<file path="src/rtl/core/wbsac_queue.sv">
`default_nettype none
module wbsac_queue #(
  parameter int W = 8
) (
  input  wire          clk,
  input  wire          rst,
  input  wire          push,
  input  wire [W-1:0]  push_data,
  output logic         not_full,
  input  wire          pop,
  output logic         not_empty,
  output logic [W-1:0] pop_data
);
  logic [W-1:0] entry [2];
  logic         wr_ptr;
  logic         rd_ptr;
  logic [1:0]   count;

  assign not_full  = (count != 2'd2);
  assign not_empty = (count != 2'd0);
  assign pop_data  = entry[rd_ptr];

  always_ff @(posedge clk) begin
    if (push) entry[wr_ptr] <= push_data;
  end

  always_ff @(posedge clk) begin
    if (rst) begin
      wr_ptr <= 1'b0;
      rd_ptr <= 1'b0;
      count  <= 2'd0;
    end else begin
      if (push) wr_ptr <= ~wr_ptr;
      if (pop)  rd_ptr <= ~rd_ptr;
      count <= count + 2'(push) - 2'(pop);
    end
  end

endmodule
`default_nettype wire

</file>
<file path="config.mk">
export PLATFORM = sky130hd
export DESIGN_NAME = wbsac_queue
export DESIGN_NICKNAME = d
export VERILOG_FILES = /design/src/rtl/core/wbsac_queue.sv
export SDC_FILE = /design/constraint.sdc
export NUM_CORES = 1
export LEC_CHECK = 0
export BUFFER_PORTS_ARGS = -buffer_cell sky130_fd_sc_hd__buf_2
export CAP_MARGIN = 25
export CORE_MARGIN = 8
export CORE_UTILIZATION = 52
export CTS_CLUSTER_SIZE = 28
export DETAILED_ROUTE_END_ITERATION = 8
export PLACE_DENSITY = 0.83
export SYNTH_ARGS = -nofsm -noshare
export SYNTH_HDL_FRONTEND = slang
export SYNTH_SLANG_ARGS = --single-unit
</file>
<file path="constraint.sdc">
create_clock -name clk -period 1.86 [get_ports clk]
set_input_delay 0.186 -clock clk [delete_from_list [all_inputs] [get_ports clk]]
set_output_delay 0.186 -clock clk [all_outputs]
set_load 0.02 [all_outputs]
</file>
==> impl_metrics.tcl <==
set metrics [dict create \
    grt.total_usage 0.0894 \
    max_slew_margin 0.571 \
    critPathBufInv 1 \
    p_per_area_nw_per_um2 1010 \
    clock.fmax_mhz 641 \
    grt_pass1_vias 457 \
    finalSetupViolations 0 \
    ant_nets 0 \
    required_ns 1.67 \
    synthArstFlopShare 0 \
    core_region_area_um2 1470 \
    start_kind "flop" \
    holdPathStages 1 \
    synth_simple_gate_area_frac 0.0553 \
    wl_per_cell_um 14.1 \
    grt_antenna_before_repair 0 \
    dieArea_um2 3030 \
    synth_top_cells_by_area "edfxtp_1, dfxtp_1, mux2_2" \
    hpwlAfterDp_um 921 \
    worstPathArrival_ns 1.37 \
    worstPathMaxFanout 8 \
    dieWidth_um 55.0 \
    hold_buffers 0 \
    worstReg2RegEnd "entry[0][6]" \
    gp_routability_congestion 0.612 \
    grt_start_max_net_pins 13 \
    ctsRootBufferMaster "clkbuf_4" \
    max_cap_viol_count 0 \
    synth_common_cells "edfxtp_1, mux2_2, dfxtp_1" \
    synth_edf_count 16 \
    holdPathEnd "entry[1][4]" \
    fin_area_um2 940 \
    cp_slowest_cell "dfxtp_1" \
    cts_tree "built" \
    r2r_start "wr_ptr" \
    clock_latency_ns 0.29 \
    yosys.area.top_type "edfxtp_1" \
    rsz0062_at_grt "no" \
    slew_violations 0 \
    cp_top_family "flip-flops" \
    min_path_type "input port to flop" \
    synth_top_family_by_area "multiplexers" \
    drc_errors 0 \
    finalCriticalPeriod_ns 1.56 \
    crit_type "flop to output port" \
    synthesis.area_um2 792 \
    floorplan.rows 14 \
    synth_seq_cells 21 \
    syn_inst 46 \
    die_h_um 55.0 \
    syn_to_final_growth_pct 18.6 \
    syn-mean-instance-area_um2 17.2 \
    route.vias.total 427 \
    synth_flop_cell "edfxtp_1" \
    portBuffers 21 \
    ir_drop_uv 628 \
    cpPeakStageDelay_ns 0.54 \
    cts_buffer_depth 2 \
    cp-end-kind "output port" \
    reg2reg_slack_ns 0.64 \
    synth_cell_type_count 13 \
    synth_most_common_cell "edfxtp_1" \
    cts.sinks 21 \
    yosys_warnings 0 \
    final.period_utilization 0.839 \
    status "completed" \
    fin_nets 85 \
    worstMarginPinSlew_ns 0.643 \
    h-tree-depth 1 \
    synth-xor-area-share 0.0506 \
    n_antenna_cell 0 \
    io_pins 22 \
    yosysSeqAreaShare 0.733 \
    clk_pin_slew_ns 0.11 \
    skew_ns 0.00459 \
    start_util 0.538 \
    synthMuxAreaShare 0.114 \
    wirelength_um 1210 \
    fill_cells 128 \
    drive_above_1_share 0.486 \
    leakage_uw 0.000381 \
    synthAdderAreaFrac 0.0316 \
    hold_ws_ns 0.0727 \
    first_pass_iters 3 \
    synth_compound_area_frac 0 \
    worstRegToRegCells 1 \
    drt_iter0_drc 3 \
    grt_pass1_wl_um 1940 \
    setup_tns_ns 0 \
    finalHoldViolCount 0 \
    cts_buffers 3 \
    overflow 0 \
    placed_area_um2 912 \
    crit_chain "mux2_2, buf_2" \
    synth_top_cell_area_share 0.607 \
    min_from "push_data[4]" \
    synth_fp_nets 60 \
    viasPerCell 4.97 \
    postCtsResizedCells 0 \
    cts_setup_buffers 0 \
]
==> flip-flops by register name (all words and copies together) (netlist names), named ones only <==
| signal | count |
|---|---|
| wr_ptr | 1 |
| rd_ptr | 1 |
| entry | 16 |
| count | 2 |
==> final cells by class <==
| type | instances | area (µm²) | area share |
|---|---|---|---|
| Clock buffer | 3 | 22.5 | 0.0240 |
| Clock inverter | 1 | 5.00 | 0.00533 |
| Inverter | 2 | 7.51 | 0.00799 |
| Multi-Input combinational cell | 22 | 199 | 0.212 |
| Sequential cell | 21 | 581 | 0.618 |
| Tap cell | 16 | 20.0 | 0.0213 |
| Timing Repair Buffer | 21 | 105 | 0.112 |
==> per-stage QoR <==
step	worst slack, ns	cells	total power [µW]	utilization
after global routing	0.201	86	1000	0.639
after global placement	0.625	82	750	0.620
after floorplan	0.738	46	697	-
after detailed placement	0.611	82	756	0.620
after CTS	0.266	86	961	0.639
final	0.300	86	949	0.639
==> where the power goes <==
| group | internal [µW] | total (µW) | switching [µW] |
|---|---|---|---|
| Sequential | 545 | 565 | 20.8 |
| Combinational | 85.3 | 177 | 91.3 |
| Clock | 79.9 | 207 | 127 |
==> routing by layer <==
metal  up-vias  share of wire  global-route usage
li1        212              -                   -
met1       205           0.42               0.106
met2        10           0.51               0.145
met3         0          0.063              0.0241
met4         0              0              0.0480
met5         -              0                   0
==> layout by cell type, fill, tap and decap left out <==
cell type / n
nor2b_1: 2
or2_2: 1
nor2_1: 4
xnor2_1: 2
edfxtp_1: 16
and2_1: 1
ha_1: 2
buf_2: 21
clkbuf_4: 3
xnor3_1: 1
dfxtp_1: 5
inv_1: 2
clkinv_2: 1
nand2_1: 1
mux2_2: 8
==> worst max path at each step <==
stage,slack (ns),endpoint,depth (start not counted),from
floorplan,0.74,count[1],6,count[0]
global placement,0.62,pop_data[4],2,flop
detailed placement,0.61,pop_data[4],2,flop
CTS,0.27,pop_data[4],2,flop
global route,0.20,pop_data[3],2,flop
finish,0.30,pop_data[4],2,flop
==> logic make-up (layout without fill, tap and decap cells) <==
logic type    after synthesis  after routing
buf+inv                     3             27
simple gates                9              9
fa+ha+maj                   2              2
xor+xnor                    3              3
flops                      21             21
mux                         8              8
Note: power is estimated with default switching activity, not from simulation.
