==> src/rtl/core/wbsac_pkg.sv <==
`default_nettype none
package wbsac_pkg;

  localparam int DefAddrBits = 16;
  localparam int SetW        = 2;
  localparam int WayW        = 2;
  localparam int SlotW       = SetW + WayW;
  localparam int WordW       = 4;
  localparam int NumWays     = 1 << WayW;
  localparam int NumSlots    = 1 << SlotW;
  localparam int LineWords   = 1 << WordW;
  localparam int LineAw      = SlotW + WordW;
  localparam int LineDepth   = 1 << LineAw;
  localparam int SetLsb      = 6;
  localparam int TagLsb      = 8;

  localparam logic ActLoad  = 1'b0;
  localparam logic ActStore = 1'b1;

  // Work request handed from the front to the back
  typedef struct packed {
    logic             action;
    logic [3:0]       byte_enable;
    logic [31:0]      write_data;
    logic             hit;
    logic             wrote_back;
    logic [SlotW-1:0] slot;
  } cmd_t;

  localparam int CmdW = $bits(cmd_t);

  typedef enum logic [5:0] {
    ST_CLR  = 6'b000001,
    ST_IDLE = 6'b000010,
    ST_WB   = 6'b000100,
    ST_FILL = 6'b001000,
    ST_RD   = 6'b010000,
    ST_MRG  = 6'b100000
  } back_state_t;

  function automatic logic [31:0] strobe_mask(input logic [3:0] be);
    logic [31:0] m;
    m = '0;
    for (int k = 0; k < 4; k++) begin
      m[8*k +: 8] = {8{be[k]}};
    end
    return m;
  endfunction

endpackage
`default_nettype wire

==> src/rtl/core/wbsac_front.sv <==
`default_nettype none
module wbsac_front #(
  parameter int ADDR_BITS = wbsac_pkg::DefAddrBits
) (
  input  wire                         clk,
  input  wire                         rst,
  input  wire                         push,
  input  wire                         action,
  input  wire [ADDR_BITS-1:0]         address,
  input  wire [3:0]                   byte_enable,
  input  wire [31:0]                  write_data,
  output wbsac_pkg::cmd_t             cmd,
  output logic [ADDR_BITS-9:0]        victim_tag
);
  import wbsac_pkg::*;

  localparam int TagW = ADDR_BITS - TagLsb;

  logic [TagW-1:0] tag_q   [NumSlots];
  logic [NumSlots-1:0] valid_q;
  logic [NumSlots-1:0] dirty_q;
  logic [WayW-1:0] ptr_q   [1 << SetW];

  logic [SetW-1:0]  set_idx;
  logic [TagW-1:0]  req_tag;
  logic             found;
  logic [WayW-1:0]  hit_way;
  logic [WayW-1:0]  ptr_next;
  logic [SlotW-1:0] slot;

  assign set_idx  = address[SetLsb +: SetW];
  assign req_tag  = address[ADDR_BITS-1:TagLsb];
  assign ptr_next = ptr_q[set_idx] + WayW'(1);

  // tag compare over the set, first match wins
  always_comb begin
    found   = 1'b0;
    hit_way = '0;
    for (int w = 0; w < NumWays; w++) begin
      if (!found && valid_q[{set_idx, WayW'(w)}] && tag_q[{set_idx, WayW'(w)}] == req_tag) begin
        found   = 1'b1;
        hit_way = WayW'(w);
      end
    end
  end

  assign slot = found ? {set_idx, hit_way} : {set_idx, ptr_next};

  // classified request
  always_comb begin
    cmd.action      = action;
    cmd.byte_enable = byte_enable;
    cmd.write_data  = write_data;
    cmd.hit         = found;
    cmd.wrote_back  = !found && valid_q[slot] && dirty_q[slot];
    cmd.slot        = slot;
    victim_tag      = tag_q[slot];
  end

  // line state updated at classification time, back works in order
  always_ff @(posedge clk) begin
    if (rst) begin
      valid_q <= '0;
      dirty_q <= '0;
      for (int i = 0; i < NumSlots; i++) tag_q[i] <= '0;
      for (int i = 0; i < (1 << SetW); i++) ptr_q[i] <= '0;
    end else if (push) begin
      if (found) begin
        if (action == ActStore) dirty_q[slot] <= 1'b1;
      end else begin
        ptr_q[set_idx] <= ptr_next;
        tag_q[slot]    <= req_tag;
        valid_q[slot]  <= 1'b1;
        dirty_q[slot]  <= (action == ActStore);
      end
    end
  end

endmodule
`default_nettype wire

==> config.mk <==
export PLATFORM = sky130hd
export DESIGN_NAME = wbsac_front
export DESIGN_NICKNAME = d
export VERILOG_FILES = /design/src/rtl/core/wbsac_pkg.sv /design/src/rtl/core/wbsac_front.sv
export SDC_FILE = /design/constraint.sdc
export NUM_CORES = 1
export LEC_CHECK = 0
export ABC_AREA = 1
export BUFFER_PORTS_ARGS = -buffer_cell sky130_fd_sc_hd__buf_2
export CORE_ASPECT_RATIO = 1.25
export CORE_MARGIN = 5
export CORE_UTILIZATION = 55
export DETAILED_ROUTE_END_ITERATION = 10
export GPL_ROUTABILITY_DRIVEN = 0
export PLACE_DENSITY = 0.78
export SLEW_MARGIN = 20
export SYNTH_ARGS = -nofsm -noshare
export SYNTH_HDL_FRONTEND = slang
export SYNTH_SLANG_ARGS = --single-unit
==> constraint.sdc <==
create_clock -name clk -period 4.1 [get_ports clk]
set_clock_uncertainty 0.2 [all_clocks]
set_input_delay 0.82 -clock clk [delete_from_list [all_inputs] [get_ports clk]]
set_output_delay 0.82 -clock clk [all_outputs]
set_load 0.05 [all_outputs]
==> flow_summary.json <==
{
  "status": "finished with violations",
  "violations": "setup timing",
  "r2r-start": "tag_q[10][5]",
  "drc": 0,
  "port_buffers": 28,
  "placed_area_mm2": 0.0103,
  "drtIter0Drc": 1610,
  "crit_start": "address[6]",
  "clk_pin_slew_ps": 70,
  "clk_latency_ps": 450,
  "rsz0062_at_grt": "yes",
  "cts_buffer_depth": 2,
  "htreeDepth": 4,
  "period_share_pct": 114,
  "yosysSeqAreaShare_pct": 52.2,
  "syn_area_mm2": 0.00905,
  "cp_data_arrival_time_ps": 3660,
  "root_buffer": "clkbuf_16",
  "grt_max_degree": 29,
  "wire_per_inst_um": 21.5,
  "antennaDiodeCount": 0,
  "ys_async_sr_fraction_pct": 0,
  "powerDensity_mw_per_mm2": 398,
  "finalHoldViolations": 0,
  "synth_top_area_cell": "edfxtp_1",
  "io-pin-count": 107,
  "crit_path_frequent_cell": "nand3_1",
  "synth.distinct_cells": 33,
  "cp_max_fo": 7,
  "p_total_w": 0.00471,
  "fin_area_mm2": 0.0118,
  "synthCells": 1127,
  "vdd_drop_max_uv": 298,
  "fin_crit_ps": 4680,
  "fmax_ghz": 0.214,
  "grt-ovfl-total": 0,
  "syn_nets": 1183,
  "grt_pass1_wl_mm": 46.8,
  "yosysWarnings": 0,
  "fp.dieW_um": 125,
  "wirelength_mm": 32.3,
  "crit_end": "cmd[4]",
  "dpl.hpwl_mm": 18.3,
  "initial_core_util_pct": 55.8,
  "synth_edf_count": 136,
  "cp-end-kind": "output pin",
  "drtPass1Iterations": 10,
  "yosys_register_bits": 168,
  "antenna_found_initial": 0,
  "critPathTopFamily": "simple AND/OR/NAND/NOR gates",
  "cp_slowest_cell": "nor2_4",
  "synthFlopType": "edfxtp_1",
  "fin_nets": 1328,
  "worst_slack_ps": -582,
  "critPathKind": "input port to output pin",
  "die-area_mm2": 0.0191,
  "avgSynthCellArea_um2": 8.03,
  "tritoncts": "yes",
  "critPathLaunchType": "input port",
  "slowest_delay_ps": 230,
  "path_cells": "buf_16 > buf_12 > nor2_4 > buf_12 > nand2_2 > nand2_1 > nor2_2 > nor2_1 > nor2_2 > buf_4 > nand3_1 > nand3_4 > nand2_8 > inv_6 > nand3_1 > nand2_1 > nor2_1 > nand3_1 > nor3_4 > buf_6",
  "vias": 9213,
  "p_leak_nw": 5.38,
  "area_growth_pct": 30.7,
  "regToRegSetupSlack_ps": 680,
  "reg2reg_to": "tag_q[10][4]",
  "drv_slew": 0,
  "viasPerCell": 6.14,
  "die_h_um": 153,
  "setup-violations-final": 12,
  "grt_pass1_vias": 8748,
  "relSlewSlack_pct": 60.3,
  "reg2reg_depth": 18,
  "hold_class": "flip-flop to flip-flop",
  "track_usage_pct": 31.7,
  "rows": 52,
  "cts_sinks": 168,
  "core_mm2": 0.0162,
  "synth_common_cells": "nand2_1, nor2_1, edfxtp_1, nand3_1, inv_1",
  "worstMarginPinSlew_ps": 596,
  "fill_cells": 970,
  "cp_data_required_time_ps": 3080,
  "ant_nets": 0,
  "fin_setup_tns_ps": -4500,
  "ys_top_cells_by_area": "edfxtp_1, nand2_1, nor2_1, dfxtp_1, buf_4",
  "yosysMostFrequentCell": "nand2_1",
  "cp.buffers_inverters": 6,
  "cts_made_buffers": 17,
  "yosys.area.top_type_share_pct": 45.1,
  "maxCapViolations": 0,
  "path_depth": 20,
  "drive_gt1_share_pct": 29.6
}
[registers in the layout, indices dropped and copies added, names as in the netlist]
signal,flops
tag_q,128
ptr_q,8
valid_q,16
dirty_q,16
[area by class of cell]
class / count / area (µm²) / share of cell area (%)
sequential: 168 / 4720 / 40.0
multi-input combinational: 814 / 3960 / 33.5
timing repair buffer: 211 / 1990 / 16.8
clock buffer: 17 / 425 / 3.60
tap: 216 / 270 / 2.29
inverter: 59 / 250 / 2.12
clock inverter: 14 / 191 / 1.62
timing repair inverter: 1 / 11.3 / 0.0953
[cell families after synthesis]
kind of cell    count (synthesis)  synth area share (%)
buf+inv                       146                  8.89
xor+xnor                        1                0.0968
flops                         168                  52.2
mux                             1                 0.111
compound gates                 81                  5.19
simple gates                  730                  33.5
[tightest hold or removal path, delay by kind of cell, from the launching register on]
family,cells,cell delay [ps]
flip-flops,1,310
AO/OA/AOI/OAI,2,150
[routing by layer]
metal / vias to the layer above / global-route usage, % / routed length (µm)
met4: 2 / 24.0 / 3390
li1: 3887 / - / -
met1: 4152 / 36.3 / 10400
met3: 299 / 8.41 / 3990
met2: 873 / 50.7 / 14400
met5: - / 0 / 36
[cell usage in the layout, fill, tap and decap left out, types with 2 or more instances in the layout]
cell | synthesis | routed
a211oi_1 | 15 | 15
a21oi_1 | 33 | 24
a21oi_2 | 0 | 8
and2_1 | 3 | 3
buf_12 | 0 | 24
buf_16 | 0 | 3
buf_2 | 9 | 16
buf_4 | 48 | 148
buf_6 | 8 | 15
buf_8 | 0 | 4
bufinv_16 | 0 | 3
clkbuf_16 | 0 | 17
clkinv_1 | 2 | 2
clkinv_4 | 0 | 4
clkinvlp_4 | 0 | 3
dfxtp_1 | 32 | 32
edfxtp_1 | 136 | 136
inv_1 | 50 | 45
inv_2 | 5 | 7
inv_6 | 0 | 4
inv_8 | 0 | 4
nand2_1 | 423 | 393
nand2_2 | 20 | 46
nand2_4 | 3 | 3
nand2_8 | 0 | 5
nand3_1 | 53 | 41
nand3_2 | 2 | 9
nand3_4 | 0 | 5
nand3b_1 | 4 | 4
nand4_1 | 8 | 8
nor2_1 | 197 | 176
nor2_2 | 8 | 20
nor2_4 | 7 | 16
o2111ai_2 | 0 | 2
o21ai_0 | 21 | 13
o21ai_1 | 4 | 7
o21ai_2 | 0 | 4
o22ai_1 | 2 | 2
[where the power goes]
part	total, W	leakage [nW]	internal, W	switching, W
clock network	0.00172	0.296	0.000974	0.000750
logic	0.00104	3.42	0.000388	0.000651
registers	0.00194	1.67	0.00191	0.0000286
total	0.00471	5.38	0.00328	0.00143
[worst min path at each step]
| stage | slack, ps | end | startpoint | cells after the start |
|---|---|---|---|---|
| after floorplan | 230 | valid_q[6] | valid_q[6] | 2 |
| after global placement | 260 | valid_q[3] | valid_q[3] | 2 |
| after detailed placement | 270 | valid_q[10] | valid_q[10] | 2 |
| after CTS | 280 | valid_q[10] | valid_q[10] | 2 |
| after global routing | 320 | dirty_q[11] | dirty_q[11] | 2 |
| final | 300 | dirty_q[11] | dirty_q[11] | 2 |
[timing repair]
item                                    4_1_cts  5_1_grt
endpoints found under the setup margin       11       11
resized for setup                           104       53
hold endpoints to repair                      0        0
hold buffers                                  0        0
setup buffers                                14        9
cloned                                        4        0
pin swaps                                    46       37
[per-stage QoR]
step	setup slack, ps	std cells	hold slack [ps]	utilization [%]
finish	-582	1500	302	73.0
CTS	-176	1492	281	71.2
detailed placement	-472	1443	267	63.8
global route	-691	1500	322	73.0
floorplan	-34.2	1127	228	-
global placement	-435	1443	265	63.8
No activity file was read; power rests on OpenSTA's default activity.
